`config.mk`:
```
export PLATFORM = sky130hd
export DESIGN_NAME = noise_gate_peak_smoothed_gain_flat
export DESIGN_NICKNAME = d
export VERILOG_FILES = /design/src/sv/ngpsg_pkg.sv /design/src/sv/ngpsg_ifs.sv /design/src/sv/noise_gate_peak_smoothed_gain.sv /design/src/sv/ngpsg_ctrl.sv /design/src/sv/ngpsg_dp.sv /design/src/flat_wrapper.sv
export SDC_FILE = /design/constraint.sdc
export NUM_CORES = 1
export LEC_CHECK = 0
export BUFFER_PORTS_ARGS = -buffer_cell sky130_fd_sc_hd__buf_2
export CELL_PAD_IN_SITES_DETAIL_PLACEMENT = 0
export CELL_PAD_IN_SITES_GLOBAL_PLACEMENT = 1
export CORE_ASPECT_RATIO = 0.7
export CORE_UTILIZATION = 53
export CTS_CLUSTER_SIZE = 8
export DETAILED_ROUTE_END_ITERATION = 10
export PLACE_DENSITY_LB_ADDON = 0.25
export SKIP_CTS_REPAIR_TIMING = 1
export SYNTH_ARGS = -nofsm -noshare
export SYNTH_HDL_FRONTEND = slang
export SYNTH_SLANG_ARGS = --single-unit
```
`constraint.sdc`:
```
create_clock -name clk -period 21.6 [get_ports clk]
set_input_delay 3.24 -clock clk [delete_from_list [all_inputs] [get_ports clk]]
set_output_delay 3.24 -clock clk [all_outputs]
set_load 0.02 [all_outputs]
```
`src/sv/ngpsg_pkg.sv`:
```
// ----------------------------------------------------------------------------
// Noise gate package
// Widths, register indexes, reset values and controller command types.
// ----------------------------------------------------------------------------
`default_nettype none

package ngpsg_pkg;

  localparam int unsigned CHANNELS   = 2;
  localparam bit          TWO_CH     = (CHANNELS >= 2);

  localparam int unsigned SAMPLE_W   = 16;
  localparam int unsigned GAIN_W     = 17;
  localparam int unsigned COEFF_W    = 16;
  localparam int unsigned THRESH_W   = 15;
  localparam int unsigned CFG_IDX_W  = 2;
  localparam int unsigned CFG_DATA_W = 16;
  localparam int unsigned PROD_W     = 34;

  localparam logic [GAIN_W-1:0]   GAIN_ONE        = 17'd65536;
  localparam logic [THRESH_W-1:0] THRESHOLD_RST   = 15'd983;
  localparam logic [COEFF_W-1:0]  ATTACK_RST      = 16'd0;
  localparam logic [COEFF_W-1:0]  RELEASE_RST     = 16'd63067;

  typedef enum logic [CFG_IDX_W-1:0] {
    REG_THRESHOLD = 2'd0,
    REG_ATTACK    = 2'd1,
    REG_RELEASE   = 2'd2
  } reg_idx_t;

  typedef enum logic [1:0] {
    MUL_GAIN  = 2'd0,
    MUL_LEFT  = 2'd1,
    MUL_RIGHT = 2'd2
  } mul_sel_t;

  typedef struct packed {
    logic     capture;
    logic     mul_en;
    mul_sel_t mul_sel;
    logic     gain_we;
    logic     left_we;
    logic     out_load;
  } cmd_t;

endpackage

`default_nettype wire

```
`src/sv/ngpsg_ifs.sv`:
```
// ----------------------------------------------------------------------------
// Noise gate channel interfaces
// Frame input, gated result and register write channels.
// ----------------------------------------------------------------------------
`default_nettype none

interface ngpsg_in_if;
  logic               valid;
  logic               ready;
  logic signed [15:0] sample_left;
  logic signed [15:0] sample_right;

  modport source (output valid, sample_left, sample_right, input ready);
  modport sink   (input valid, sample_left, sample_right, output ready);
endinterface

interface ngpsg_out_if;
  logic               valid;
  logic               ready;
  logic signed [15:0] gated_left;
  logic signed [15:0] gated_right;
  logic        [16:0] gain_now;

  modport source (output valid, gated_left, gated_right, gain_now, input ready);
  modport sink   (input valid, gated_left, gated_right, gain_now, output ready);
endinterface

interface ngpsg_cfg_if;
  logic        valid;
  logic        ready;
  logic [1:0]  index;
  logic [15:0] data;

  modport source (output valid, index, data, input ready);
  modport sink   (input valid, index, data, output ready);
endinterface

`default_nettype wire

```
`src/sv/noise_gate_peak_smoothed_gain.sv`:
```
// ----------------------------------------------------------------------------
// Stereo noise gate with smoothed gain
// Peak level against a threshold sets the target; the gain follows it by
// a one-pole attack/release step and scales both samples.
//
//   channel   dir  handshake      payload
//   in_port   in   valid/ready    sample_left, sample_right
//   out_port  out  valid/ready    gated_left, gated_right, gain_now
//   cfg_port  in   valid/ready    index, data
//
// A frame is handled in order: accept, then three passes through the single
// 17x18 multiplier (coefficient times gain, left times gain, right times
// gain) and a result load. A held result stalls the load step, and no new
// frame is accepted until it is done. Register writes complete every cycle.
// Synchronous reset closes the gate (gain 0) and restores register values.
// ----------------------------------------------------------------------------
`default_nettype none

module noise_gate_peak_smoothed_gain (
  input  wire logic   clk,
  input  wire logic   rst_n,
  ngpsg_in_if.sink    in_port,
  ngpsg_out_if.source out_port,
  ngpsg_cfg_if.sink   cfg_port
);
  import ngpsg_pkg::*;

  cmd_t cmd;

  assign cfg_port.ready = 1'b1;

  ngpsg_ctrl u_ctrl (
    .clk       (clk),
    .rst_n     (rst_n),
    .in_valid  (in_port.valid),
    .in_ready  (in_port.ready),
    .out_valid (out_port.valid),
    .out_ready (out_port.ready),
    .cmd       (cmd)
  );

  ngpsg_dp u_dp (
    .clk          (clk),
    .rst_n        (rst_n),
    .cmd          (cmd),
    .sample_left  (in_port.sample_left),
    .sample_right (in_port.sample_right),
    .cfg_valid    (cfg_port.valid),
    .cfg_index    (cfg_port.index),
    .cfg_data     (cfg_port.data),
    .gated_left   (out_port.gated_left),
    .gated_right  (out_port.gated_right),
    .gain_now     (out_port.gain_now)
  );

endmodule

`default_nettype wire

```
`src/sv/ngpsg_ctrl.sv`:
```
// ----------------------------------------------------------------------------
// Noise gate controller
// Sequences the shared multiplier over gain, left and right passes and
// holds the result valid flag.
// ----------------------------------------------------------------------------
`default_nettype none

module ngpsg_ctrl (
  input  wire logic          clk,
  input  wire logic          rst_n,
  input  wire logic          in_valid,
  output logic               in_ready,
  output logic               out_valid,
  input  wire logic          out_ready,
  output ngpsg_pkg::cmd_t    cmd
);
  import ngpsg_pkg::*;

  typedef enum logic [2:0] {
    S_IDLE,
    S_GAIN,
    S_LEFT,
    S_RIGHT,
    S_FIN
  } state_t;

  state_t state_r, state_nxt;
  logic   out_valid_r, out_valid_nxt;
  logic   slot_free;

  assign in_ready  = (state_r == S_IDLE);
  assign out_valid = out_valid_r;
  assign slot_free = !out_valid_r || out_ready;

  always_comb begin
    cmd           = '0;
    cmd.mul_sel   = MUL_GAIN;
    state_nxt     = state_r;
    out_valid_nxt = out_valid_r && !out_ready;
    unique case (state_r)
      S_IDLE: begin
        if (in_valid) begin
          cmd.capture = 1'b1;
          state_nxt   = S_GAIN;
        end
      end
      S_GAIN: begin
        cmd.mul_en  = 1'b1;
        cmd.mul_sel = MUL_GAIN;
        state_nxt   = S_LEFT;
      end
      S_LEFT: begin
        cmd.mul_en  = 1'b1;
        cmd.mul_sel = MUL_LEFT;
        cmd.gain_we = 1'b1;
        state_nxt   = S_RIGHT;
      end
      S_RIGHT: begin
        cmd.mul_en  = 1'b1;
        cmd.mul_sel = MUL_RIGHT;
        cmd.left_we = 1'b1;
        state_nxt   = S_FIN;
      end
      S_FIN: begin
        if (slot_free) begin
          cmd.out_load  = 1'b1;
          out_valid_nxt = 1'b1;
          state_nxt     = S_IDLE;
        end
      end
      default: state_nxt = S_IDLE;
    endcase
  end

  always_ff @(posedge clk) begin
    if (!rst_n) begin
      state_r     <= S_IDLE;
      out_valid_r <= 1'b0;
    end else begin
      state_r     <= state_nxt;
      out_valid_r <= out_valid_nxt;
    end
  end

endmodule

`default_nettype wire

```
`src/sv/ngpsg_dp.sv`:
```
// ----------------------------------------------------------------------------
// Noise gate datapath
// Level detect, coefficient select, one shared multiplier, gain register,
// configuration registers and the result register.
// ----------------------------------------------------------------------------
`default_nettype none

module ngpsg_dp (
  input  wire logic                                   clk,
  input  wire logic                                   rst_n,
  input  wire ngpsg_pkg::cmd_t                        cmd,
  input  wire logic signed [ngpsg_pkg::SAMPLE_W-1:0]  sample_left,
  input  wire logic signed [ngpsg_pkg::SAMPLE_W-1:0]  sample_right,
  input  wire logic                                   cfg_valid,
  input  wire logic [ngpsg_pkg::CFG_IDX_W-1:0]        cfg_index,
  input  wire logic [ngpsg_pkg::CFG_DATA_W-1:0]       cfg_data,
  output logic signed [ngpsg_pkg::SAMPLE_W-1:0]       gated_left,
  output logic signed [ngpsg_pkg::SAMPLE_W-1:0]       gated_right,
  output logic [ngpsg_pkg::GAIN_W-1:0]                gain_now
);
  import ngpsg_pkg::*;

  logic [THRESH_W-1:0]        threshold_r;
  logic [COEFF_W-1:0]         attack_r;
  logic [COEFF_W-1:0]         release_r;
  logic [GAIN_W-1:0]          gain_r;
  logic [GAIN_W-1:0]          gain_upd;
  logic signed [SAMPLE_W-1:0] left_r;
  logic signed [SAMPLE_W-1:0] right_r;
  logic                       target_r;
  logic [COEFF_W-1:0]         coeff_r;
  logic signed [PROD_W-1:0]   prod_r;
  logic signed [SAMPLE_W-1:0] left_q_r;
  logic signed [SAMPLE_W-1:0] gated_left_r;
  logic signed [SAMPLE_W-1:0] gated_right_r;
  logic [GAIN_W-1:0]          gain_now_r;

  logic [SAMPLE_W-1:0]        mag_l;
  logic [SAMPLE_W-1:0]        mag_r;
  logic [SAMPLE_W-1:0]        level;
  logic                       target;
  logic [GAIN_W-1:0]          step_add;
  logic [GAIN_W:0]            gain_sum;
  logic signed [GAIN_W-1:0]   mul_a;
  logic signed [GAIN_W:0]     mul_b;
  logic signed [PROD_W:0]     mul_p;

  // level and target
  assign mag_l  = sample_left[SAMPLE_W-1]  ? (~sample_left + 1'b1)  : sample_left;
  assign mag_r  = sample_right[SAMPLE_W-1] ? (~sample_right + 1'b1) : sample_right;
  assign level  = (TWO_CH && (mag_r > mag_l)) ? mag_r : mag_l;
  assign target = (level > {1'b0, threshold_r});

  // new gain: (c*g)>>16 plus (1-c) when the gate is open
  assign step_add = target_r ? (GAIN_ONE - {1'b0, coeff_r}) : '0;
  assign gain_sum = {1'b0, prod_r[GAIN_W+15:16]} + {1'b0, step_add};
  assign gain_upd = gain_sum[GAIN_W-1:0];

  always_comb begin
    unique case (cmd.mul_sel)
      MUL_GAIN: begin
        mul_a = signed'({1'b0, coeff_r});
        mul_b = signed'({1'b0, gain_r});
      end
      MUL_LEFT: begin
        mul_a = GAIN_W'(left_r);
        mul_b = signed'({1'b0, gain_upd});
      end
      MUL_RIGHT: begin
        mul_a = GAIN_W'(right_r);
        mul_b = signed'({1'b0, gain_r});
      end
      default: begin
        mul_a = '0;
        mul_b = '0;
      end
    endcase
  end

  assign mul_p = mul_a * mul_b;

  always_ff @(posedge clk) begin
    if (!rst_n) begin
      threshold_r <= THRESHOLD_RST;
      attack_r    <= ATTACK_RST;
      release_r   <= RELEASE_RST;
      gain_r      <= '0;
    end else begin
      if (cfg_valid) begin
        unique case (cfg_index)
          REG_THRESHOLD: threshold_r <= cfg_data[THRESH_W-1:0];
          REG_ATTACK:    attack_r    <= cfg_data;
          REG_RELEASE:   release_r   <= cfg_data;
          default:       ;
        endcase
      end
      if (cmd.gain_we) begin
        gain_r <= gain_upd;
      end
    end
  end

  always_ff @(posedge clk) begin
    if (cmd.capture) begin
      left_r   <= sample_left;
      right_r  <= sample_right;
      target_r <= target;
      coeff_r  <= (target && (gain_r != GAIN_ONE)) ? attack_r : release_r;
    end
    if (cmd.mul_en) begin
      prod_r <= mul_p[PROD_W-1:0];
    end
    if (cmd.left_we) begin
      left_q_r <= prod_r[SAMPLE_W+15:16];
    end
    if (cmd.out_load) begin
      gated_left_r  <= left_q_r;
      gated_right_r <= TWO_CH ? prod_r[SAMPLE_W+15:16] : '0;
      gain_now_r    <= gain_r;
    end
  end

  assign gated_left  = gated_left_r;
  assign gated_right = gated_right_r;
  assign gain_now    = gain_now_r;

endmodule

`default_nettype wire

```
`src/flat_wrapper.sv`:
```
// flat-port wrapper written by rule: the top's interface ports become plain ports
module noise_gate_peak_smoothed_gain_flat import ngpsg_pkg::*;
  (clk, rst_n, in_port_valid, in_port_sample_left, in_port_sample_right, in_port_ready, out_port_valid, out_port_gated_left, out_port_gated_right, out_port_gain_now, out_port_ready, cfg_port_valid, cfg_port_index, cfg_port_data, cfg_port_ready);
  ngpsg_in_if in_port_i ();
  ngpsg_out_if out_port_i ();
  ngpsg_cfg_if cfg_port_i ();
  input  wire logic clk;
  input  wire logic rst_n;
  input wire logic [$bits(in_port_i.valid)-1:0] in_port_valid;
  input wire logic [$bits(in_port_i.sample_left)-1:0] in_port_sample_left;
  input wire logic [$bits(in_port_i.sample_right)-1:0] in_port_sample_right;
  output wire logic [$bits(in_port_i.ready)-1:0] in_port_ready;
  output wire logic [$bits(out_port_i.valid)-1:0] out_port_valid;
  output wire logic [$bits(out_port_i.gated_left)-1:0] out_port_gated_left;
  output wire logic [$bits(out_port_i.gated_right)-1:0] out_port_gated_right;
  output wire logic [$bits(out_port_i.gain_now)-1:0] out_port_gain_now;
  input wire logic [$bits(out_port_i.ready)-1:0] out_port_ready;
  input wire logic [$bits(cfg_port_i.valid)-1:0] cfg_port_valid;
  input wire logic [$bits(cfg_port_i.index)-1:0] cfg_port_index;
  input wire logic [$bits(cfg_port_i.data)-1:0] cfg_port_data;
  output wire logic [$bits(cfg_port_i.ready)-1:0] cfg_port_ready;
  assign in_port_i.valid = in_port_valid;
  assign in_port_i.sample_left = in_port_sample_left;
  assign in_port_i.sample_right = in_port_sample_right;
  assign in_port_ready = in_port_i.ready;
  assign out_port_valid = out_port_i.valid;
  assign out_port_gated_left = out_port_i.gated_left;
  assign out_port_gated_right = out_port_i.gated_right;
  assign out_port_gain_now = out_port_i.gain_now;
  assign out_port_i.ready = out_port_ready;
  assign cfg_port_i.valid = cfg_port_valid;
  assign cfg_port_i.index = cfg_port_index;
  assign cfg_port_i.data = cfg_port_data;
  assign cfg_port_ready = cfg_port_i.ready;
  noise_gate_peak_smoothed_gain u_core (.clk(clk), .rst_n(rst_n), .in_port(in_port_i), .out_port(out_port_i), .cfg_port(cfg_port_i));
endmodule
```
Word-level counts from Yosys, hierarchy flattened. Cells that the tools add are included.

Bitwise operators: 2. Multipliers: 1. Magnitude comparators: 2. Eq/ne operators: 11. Add/subtract/negate cells: 4. Muxes and demuxes: 19. Reductions and logical operators: 13.

Operators by type and width (number): two-way mux 16 bit (4); case mux 17 bit (3 select lines) (1); case mux 17 bit (2 select lines) (1); multiplier 17 x 18 -> 33 bit (1); adder 16 x 1 -> 16 bit (second input constant) (2); NOT 16 bit (2); adder 17 bit (1); two-way mux 17 bit (1); != test 17 bit (second input constant) (1); subtractor 17 x 16 -> 17 bit (first input constant) (1); > comparator 16 x 15 -> 1 bit (1); > comparator 16 bit (1); case mux 3 bit (5 select lines) (1); case mux 3 bit (3 select lines) (1); two-way mux 1 bit (8); AND reduction 2 bit (4); == test 3 x 2 -> 1 bit (second input constant) (2); two-way mux 3 bit (2); == test 2 x 1 -> 1 bit (second input constant) (2); == test 2 bit (second input constant) (2); zero test 2 bit (2); != test 2 bit (second input constant) (2); == test 3 x 1 -> 1 bit (second input constant) (1); == test 3 bit (second input constant) (1); other kinds (5) (7).

Output and inout port bits: 52. Bits of input ports: 55. Register bits: 215.

Depth between registers and ports, before layout.
Word-level depth: 8. Gate-level depth with buffers: 39.

Modules after synthesis. From an unflattened synthesis, not the netlist that was laid out.

Cells, all modules: 1973. Area total of the unflattened synthesis: 19018.2 um^2.

By module, submodules not included: ngpsg_dp (times used 1, area an instance 18775.5 um^2, cells an instance 1946); ngpsg_ctrl (times used 1, area an instance 231.5 um^2, cells an instance 25); noise_gate_peak_smoothed_gain (times used 1, area an instance 11.3 um^2, cells an instance 2).

Worst setup path before layout. OpenSTA, ideal clock, no wires.

Kind: register -> register. Start point: reg u_core.u_dp.coeff_r[2]. End point: reg u_core.u_dp.prod_r[26], data pin. Arrival: 8186 ps. Setup time: 260 ps. Path buffers: 1. Slack: 13154 ps. Cell stages (with the launch flop): 33. Cell sequence: edfxtp_1 > nor3_1 > a21oi_1 > o21a_1 > ha_1 > a21o_1 > nor3_1 > a21oi_1 > o21ai_1 > a21boi_0 > or3_1 > a31oi_1 > clkbuf_1 > nor2_1 > fa_1 > inv_1 > fa_1 > fa_1 > inv_1 > fa_1 > fa_1 > inv_1 > fa_1 > inv_1 > ha_1 > a21oi_1 > nand2_1 > a2111oi_4 > o31a_1 > o21ai_2 > a21oi_2 > o21bai_2 > xor2_1.

Cells in the longest elaborated chain, start to end: 5. Elaborated cells on any way between the ends: 6. Classes of those cells: 2 x add/sub; 1 x mul; 3 x mux.

RTL lines: from (decl) (line ngpsg_dp.sv:31) `logic [COEFF_W-1:0] coeff_r;`; from (signal assigned) (line ngpsg_dp.sv:108) `coeff_r <= (target && (gain_r != GAIN_ONE)) ? attack_r : release_r;`; subtractor 17 x 16 -> 17 bit (line ngpsg_dp.sv:55) `assign step_add = target_r ? (GAIN_ONE - {1'b0, coeff_r}) : '0;`; two-way mux 17 bit (line ngpsg_dp.sv:55); adder 17 bit (line ngpsg_dp.sv:56) `assign gain_sum = {1'b0, prod_r[GAIN_W+15:16]} + {1'b0, step_add};`; case mux 17 bit (2 select lines) (line ngpsg_dp.sv:60) `unique case (cmd.mul_sel)`; multiplier 17 x 18 -> 33 bit * (line ngpsg_dp.sv:80) `assign mul_p = mul_a * mul_b;`; via u_core.u_dp.mul_p[26] (line ngpsg_dp.sv:46) `logic signed [PROD_W:0] mul_p;`; to (signal assigned) (line ngpsg_dp.sv:111) `prod_r <= mul_p[PROD_W-1:0];`; to (decl) (line ngpsg_dp.sv:32) `logic signed [PROD_W-1:0] prod_r;`.

The timed path passes the listed nets; every way through them passes the cells marked *. A chain may end at the register's enable or synchronous reset.

Worst setup path after layout.
Start point: reg u_core.u_dp.coeff_r[2]. End point: reg u_core.u_dp.prod_r[32], data pin.

The elaborated chain is that of the path after synthesis.

==> impl_metrics.json <==
{
  "critical_path_class": "register to register",
  "grt_pass1_wl_um": 82300,
  "finalSetupTns_ns": 0,
  "async_flop_share_pct": 0,
  "ctsRootBufferMaster": "clkbuf_16",
  "synth.avg_cell_area_um2": 9.57,
  "max_freq_mhz": 98.9,
  "initial_core_util_pct": 54.1,
  "n_antenna_cell": 0,
  "htree_levels": 4,
  "syn_area_um2": 18900,
  "ios": 107,
  "cts_tree": "built",
  "antenna_found_initial": 0,
  "drtAntennaViolNets": 0,
  "cp.arrival_ns": 10.31,
  "nets": 2504,
  "synth_cells": 1971,
  "setup_viol": 0,
  "cp_slowest_cell": "mux2i_1",
  "final_cells": 2547,
  "crit_top_cell": "fa_1",
  "slowest_delay_ns": 1.00,
  "drt-initial-drc-count": 1406,
  "numCtsBuffers": 17,
  "dp_hpwl_um": 42500,
  "combPwrFrac_pct": 70.1,
  "endpoint_kind": "register",
  "viasPerCell": 5.60,
  "core_um2": 34900,
  "p_leak_uw": 0.00954,
  "critPathRequiredTime_ns": 21.80,
  "ys_seq_area_share_pct": 28.1,
  "vdd_drop_max_uv": 108,
  "areaGrowthSynthToFinish_pct": 8.91,
  "tightest_slew_ns": 1.26,
  "synthFlopType": "edfxtp_1",
  "grt_pass1_vias": 13981,
  "clk_latency_ns": 0.46,
  "pwr_density_cell_nw_per_um2": 142,
  "grt-ovfl-total": 0,
  "p_int_uw": 1430,
  "yosysWarnings": 0,
  "drv_cap": 0,
  "die_w_um": 227,
  "cts.path.max_buffers": 2,
  "maxSlewViolCount": 0,
  "outcome": "completed",
  "numClockSinks": 199,
  "p_sw_uw": 1480,
  "drcViolationCount": 0,
  "cts.reportedPaths.clkPinSlew_ns": 0.08,
  "portBuffers": 105,
  "start_kind": "register",
  "gp_congestion": 0.905,
  "yosys-top-cells-area": "fa_1 (24%), edfxtp_1 (21%), ha_1 (11%)",
  "placementRows": 57,
  "min_period_ns": 10.11,
  "track_usage_pct": 30.7,
  "ys_seq_elements": 199,
  "synth-edff-count": 131,
  "vias": 14271,
  "dr.pass1.iters": 7,
  "synth_top_area_share_pct": 23.8,
  "syn_nets": 2413,
  "wirelength_um": 53000,
  "hold_path.class": "register to register",
  "clkPwrFrac_pct": 10.9,
  "synth_area_leader_cell": "fa_1",
  "seq_power_share_pct": 19.0,
  "grt_max_degree": 50,
  "fill_cells": 3041,
  "placed_cells": 2515,
  "switching_share_pct": 51.0,
  "fp.dieH_um": 160,
  "relSlewSlack_pct": 13.8,
  "skew_ns": 0.0198,
  "fin_crit_sh_pct": 46.8,
  "fin_total_pwr_uw": 2910,
  "ys_types": 73,
  "rsz0062_at_grt": "no",
  "wl_per_cell_um": 20.8,
  "crit_fanout": 10,
  "hold_viol": 0,
  "drive_gt1_share_pct": 10.2,
  "die_area_um2": 36300
}
per-layer routing:
layer,global-route usage (%),wire length [µm],vias up
met1,51.0,26100,7076
met4,6.28,883,0
met2,40.3,20500,655
met5,0,0,-
li1,-,-,6480
met3,6.03,5490,60
critical path, delay by kind of cell, from the launching register on:
kind	cells	cell delay [ns]
XOR/XNOR	3	0.50
flip-flops	1	0.48
AND/OR/NAND/NOR	9	2.26
buffers and inverters	4	0.22
adder cells (fa/ha/maj)	8	3.72
multiplexers	1	1.00
AO/OA/AOI/OAI	6	1.69
through the flow:
step	setup slack (ns)	instance area, µm²	utilization, %	hold slack [ns]
finish	11.49	20500	58.9	0.421
global route	10.94	20500	58.9	0.426
CTS	11.71	20500	58.9	0.423
detailed placement	11.76	19900	57.2	0.405
global placement	11.89	19900	57.2	0.404
floorplan	13.15	18900	-	0.400
cells by family (layout without fill, tap and decap cells):
kind of cell | Yosys count | after routing | share of synthesized area [%]
simple gates | 632 | 632 | 14.9
buf+inv | 414 | 518 | 8.35
fa+ha+maj | 387 | 387 | 34.6
compound gates | 208 | 208 | 7.33
flops | 199 | 199 | 28.1
xor+xnor | 67 | 67 | 3.11
mux | 63 | 63 | 3.56
other cells | 1 | 1 | 0.0199
Yosys cell counts (all sizes together), types with 5 or more instances:
| cell | count |
|---|---|
| o21bai | 5 |
| xnor2 | 28 |
| inv | 357 |
| dfxtp | 68 |
| o211ai | 11 |
| buf | 9 |
| nand3 | 27 |
| edfxtp | 131 |
| a31oi | 11 |
| nor2 | 222 |
| mux2i | 43 |
| a21o | 15 |
| nand2 | 240 |
| a21oi | 66 |
| nor4 | 14 |
| and2 | 15 |
| o21a | 20 |
| nor2b | 16 |
| nand3b | 6 |
| clkbuf | 48 |
| nand2b | 33 |
| o31ai | 7 |
| ha | 163 |
| mux2 | 20 |
| xor2 | 39 |
| fa | 224 |
| o41ai | 6 |
| nand4 | 8 |
| or3 | 7 |
| o21ai | 46 |
| nor3 | 15 |
| and3 | 7 |
| or2 | 11 |
path summary, 6_finish.rpt:
check | slack [ns] | to | startpoint | cells after the start
min reg2reg | 0.42 | u_core.u_dp.gated_left[12]$_DFFE_PP_ | u_core.u_dp.left_q_r[12]$_DFFE_PP_ | 0
min | 0.42 | u_core.u_dp.gated_left[12]$_DFFE_PP_ | u_core.u_dp.left_q_r[12]$_DFFE_PP_ | 0
max reg2reg | 11.49 | u_core.u_dp.prod_r[32]$_DFFE_PP_ | u_core.u_dp.coeff_r[2]$_DFFE_PP_ | 31
max | 11.49 | u_core.u_dp.prod_r[32]$_DFFE_PP_ | u_core.u_dp.coeff_r[2]$_DFFE_PP_ | 31
cells in the final DEF, fill, tap and decap left out, drive strengths merged, types with 39 or more instances in the layout:
cell | synthesis | routed
dfxtp | 68 | 68
edfxtp | 131 | 131
ha | 163 | 163
fa | 224 | 224
xor2 | 39 | 39
nor2 | 222 | 222
mux2i | 43 | 43
o21ai | 46 | 46
inv | 357 | 364
nand2 | 240 | 240
a21oi | 66 | 66
buf | 9 | 129
flip-flops by register name, summed over array words and instances (netlist names):
name                     flops
u_core.u_dp.threshold_r     15
u_core.u_ctrl.state_r        3
u_core.u_dp.left_q_r        16
u_core.u_dp.gated_left      16
u_core.u_dp.gated_right     16
u_core.u_ctrl.out_valid      1
u_core.u_dp.coeff_r         16
u_core.u_dp.left_r          16
u_core.u_dp.attack_r        16
u_core.u_dp.right_r         16
u_core.u_dp.target_r         1
u_core.u_dp.gain_now        17
u_core.u_dp.gain_r          17
u_core.u_dp.prod_r          17
u_core.u_dp.release_r       16
power by group through the flow:
stage               Clock, µW  Combinational [µW]  Sequential (µW)
floorplan                   0                1400              532
global placement            0                1940              560
detailed placement          0                1980              560
CTS                       320                2000              552
global route              337                2270              557
finish                    316                2040              553
area by class of cell:
| class | instances | area [µm²] | area share, % |
|---|---|---|---|
| sequential | 199 | 5300 | 25.8 |
| clock buffer | 18 | 429 | 2.09 |
| tap | 472 | 591 | 2.88 |
| clock inverter | 14 | 156 | 0.762 |
| timing repair buffer | 129 | 706 | 3.44 |
| multi-input combinational | 1358 | 12000 | 58.5 |
| inverter | 357 | 1340 | 6.53 |
No activity file was read; power rests on OpenSTA's default activity.
